===== config.mk =====
export PLATFORM = sky130hd
export DESIGN_NAME = dpl_free_find
export DESIGN_NICKNAME = d
export VERILOG_FILES = /design/src/rtl/dpl_free_find.sv
export SDC_FILE = /design/constraint.sdc
export NUM_CORES = 1
export LEC_CHECK = 0
export ABC_AREA = 0
export BUFFER_PORTS_ARGS = -buffer_cell sky130_fd_sc_hd__buf_4
export CAP_MARGIN = 20
export CORE_MARGIN = 10
export CORE_UTILIZATION = 35
export DETAILED_ROUTE_END_ITERATION = 7
export GPL_TIMING_DRIVEN = 0
export PLACE_DENSITY = 0.75
export SLEW_MARGIN = 5
export SYNTH_ARGS = -nofsm -noshare
export SYNTH_HDL_FRONTEND = slang
export SYNTH_SLANG_ARGS = --single-unit

===== constraint.sdc =====
create_clock -name vclk -period 3.3
set_input_delay 0.66 -clock vclk [all_inputs]
set_output_delay 0.66 -clock vclk [all_outputs]
set_load 0.02 [all_outputs]

===== src/rtl/dpl_free_find.sv =====
// Lowest-free-slot priority encoder over the busy bit vector.
// No dependencies.
`timescale 1ns / 1ps

module dpl_free_find #(
    parameter int SLOTS  = 64,
    parameter int ADDR_W = 6
) (
    input  logic [SLOTS-1:0]  busy_vec,
    output logic              found,
    output logic [ADDR_W-1:0] slot
);

    always_comb
    begin
        found = 1'b0;
        slot  = '0;
        // scan downward so the lowest free slot wins
        for (int i = SLOTS - 1; i >= 0; i--)
        begin
            if (!busy_vec[i])
            begin
                found = 1'b1;
                slot  = ADDR_W'(i);
            end
        end
    end

endmodule


==> summary.txt <==
Global route
  • Initial antenna violation count: 0
  • Largest net degree at the start of global routing: 6
  • Vias in the first global route: 1,357
  • Grt total ovfl: 0
  • First-pass GRT wire length: 5.409 mm
  • Global Route Usage Sum: 0.1365

Floorplanning
  • Total die area: 4672 sq um
  • Die X: 68.35 um
  • Die Ht: 68.35 um
  • Row cnt: 17
  • Num ports: 71
  • Starting density of the core: 0.3699
  • Core footprint: 2212 sq um

STA
  • Max frequency: 379.8 MHz
  • Setup Viol. Count Final: 0
  • RSZ-0062 raised after global routing: no
  • Relative slew slack: 0.6621
  • Fin crit share: 0.7980
  • Final hold vios: 0
  • Worst-Margin Slew: about 0.49 ns
  • Pins Over Slew Limit: 0
  • Setup tns final: 0 ns
  • Tmin final: between 2 and 3 ns

Logic synthesis
  • Synth area leader: nand2_1
  • YS warnings: 0
  • Synth unique cells: 33
  • Post-Syn Instances: 144
  • Most common cell in the netlist: nand2_1
  • Synth cell count leaders: 23 x nand2_1, 13 x nand4_1, 12 x inv_1
  • Register area share after synthesis: 0
  • Syn Area/Cell: ~5.7 sq um
  • Post-synthesis cell area: 818.3 sq um
  • Syn_nets: ~210
  • Main area contributors after synthesis: nand2_1 11%, nand4_1 9.9%, a21oi_1 6.7%, o21ai_0 6.7%, nand3_1 6.1%
  • Synth top area share: 0.1055

Cells and area
  • Fillers: 225
  • Clock buffer count: 0
  • FF+latch area: 0 sq um
  • Ant diodes: 0
  • # nets final: 281
  • Share of cells above drive strength 1: 0.3395
  • Seq Cell Count: 0
  • Footprint of the multi-input gates: 773.2 sq um
  • P&R area growth vs syn: 69.42%
  • Layout Utilization: 0.6267

Critical path
  • Number of buffers and inverters on the critical path: 2
  • CP max FO: 5
  • Critical path's slowest cell: a2111oi_0
  • Setup CP Type: primary input to output port
  • CP dominant cell by count: buf_4
  • Crit-path leading delay family: compound AO/OA/AOI/OAI gates
  • Startpoint types: primary input
  • CP Data Required Time: 2.64 ns
  • Crit end category: output port
  • Critical Path, Cell by Cell: buf_4, and3_1, o211ai_1, a2111oi_0, o41ai_1, a31oi_1, buf_4
  • Critical Path Max Stage Delay: 0.49 ns
  • Arrival @ worst endpoint: 1.97 ns

Hold path
  • Hold WC Path Type: primary input to output port

Detailed routing
  • Drt first pass iters: 5
  • DRC violations left: 0
  • Max Used Layer: met3
  • Detailed Route WL: 3.464 mm
  • Met2 routed WL: 1.679 mm
  • Average vias per placed instance: 5.588
  • WL per Instance: 14.26 um
  • Via Count: 1,358
  • Met3 wire length: around 360 um
  • Count of antenna-violating nets left after detailed routing: 0
  • Met1 WL: 1.426 mm
  • Initial drt markers: 90

Place
  • Final HPWL DP: ~3.2 mm
  • Final Wtd Congestion: 0.9001
  • Port bufs: 71

Flow run
  • Max-Cap Viols: 0

Clock network
  • Post-cts resize count: 0
  • Post-CTS Setup Bufs: 0
  • Hold buffer count at cts: 0

Outcome
  • Status: finished clean

Power
  • P_sw: roughly 0.000059 W
  • Power Density: 93.34 nW/um^2
  • VDD IR max: ~0.059 mV
  • Internal Power: 0.00007054 W
  • Clock Power Share: 0
  • Combinational share of power: 1.000
  • Seq pwr share: 0
  • Leak: roughly 0.63 nW
  • Sw Share: 0.4548
==> final timing paths <==
kind | end | startpoint | slack [ns] | depth (start not counted)
min | slot[1] | busy_vec[0] | 1.72 | 4
max | slot[0] | busy_vec[8] | 0.67 | 7
==> power groups by stage <==
stage | logic [W] | clock network [W] | registers (W)
CTS | 0.000129 | 0 | 0
detailed placement | 0.000129 | 0 | 0
global route | 0.000144 | 0 | 0
finish | 0.000129 | 0 | 0
global placement | 0.000126 | 0 | 0
floorplan | 0.0000385 | 0 | 0
==> cells in the final DEF, fill, tap and decap left out, drive strengths merged, types with 3 or more instances in the layout <==
cell type  Yosys  routed
nand3         10      10
o211ai         3       3
nor3           6       6
nor2b          5       5
o21ai         11      11
nor4           3       3
nand2         23      23
nor2           7       7
a21oi         11      11
nand4         14      14
and3           3       3
buf            0      71
and4           3       3
a21boi         4       4
inv           12      12
a31oi          5       5
nand2b         4       4
==> area by class of cell <==
| class | count | share of cell area |
|---|---|---|
| well taps | 28 | 0.02527 |
| inverters | 12 | 0.03249 |
| repair buffers | 71 | 0.3845 |
| multi-input cells | 132 | 0.5578 |
==> worst min-delay path: cells and delay by family <==
kind	cells	cell delay, ns
AOI/OAI and AO/OA	2	0.16
buffers and inverters	2	0.23
==> per-layer routing <==
layer	GRT usage	vias up
met5	0	-
met4	0.002513	0
met3	0.04078	0
met2	0.2488	47
met1	0.1613	595
li1	-	716
==> cells by family after synthesis <==
logic type             count (synthesis)  synth area share
AOI/OAI and AO/OA                     51            0.4236
buffers and inverters                 12           0.05504
and+or+nand+nor                       81            0.5214
==> per-stage QoR <==
step	setup WS, ns	power, W	std cells	area, sq um	hold slack (ns)
after floorplan	0.8088	0.00003851	144	818.3	1.489
after global placement	0.6544	0.0001257	243	1386	1.723
after detailed placement	0.6790	0.0001289	243	1386	1.727
after CTS	0.6756	0.0001292	243	1386	1.722
after global routing	0.5573	0.0001441	243	1386	1.745
final	0.6667	0.0001294	243	1386	1.720
(Power assumes the default switching activity.)
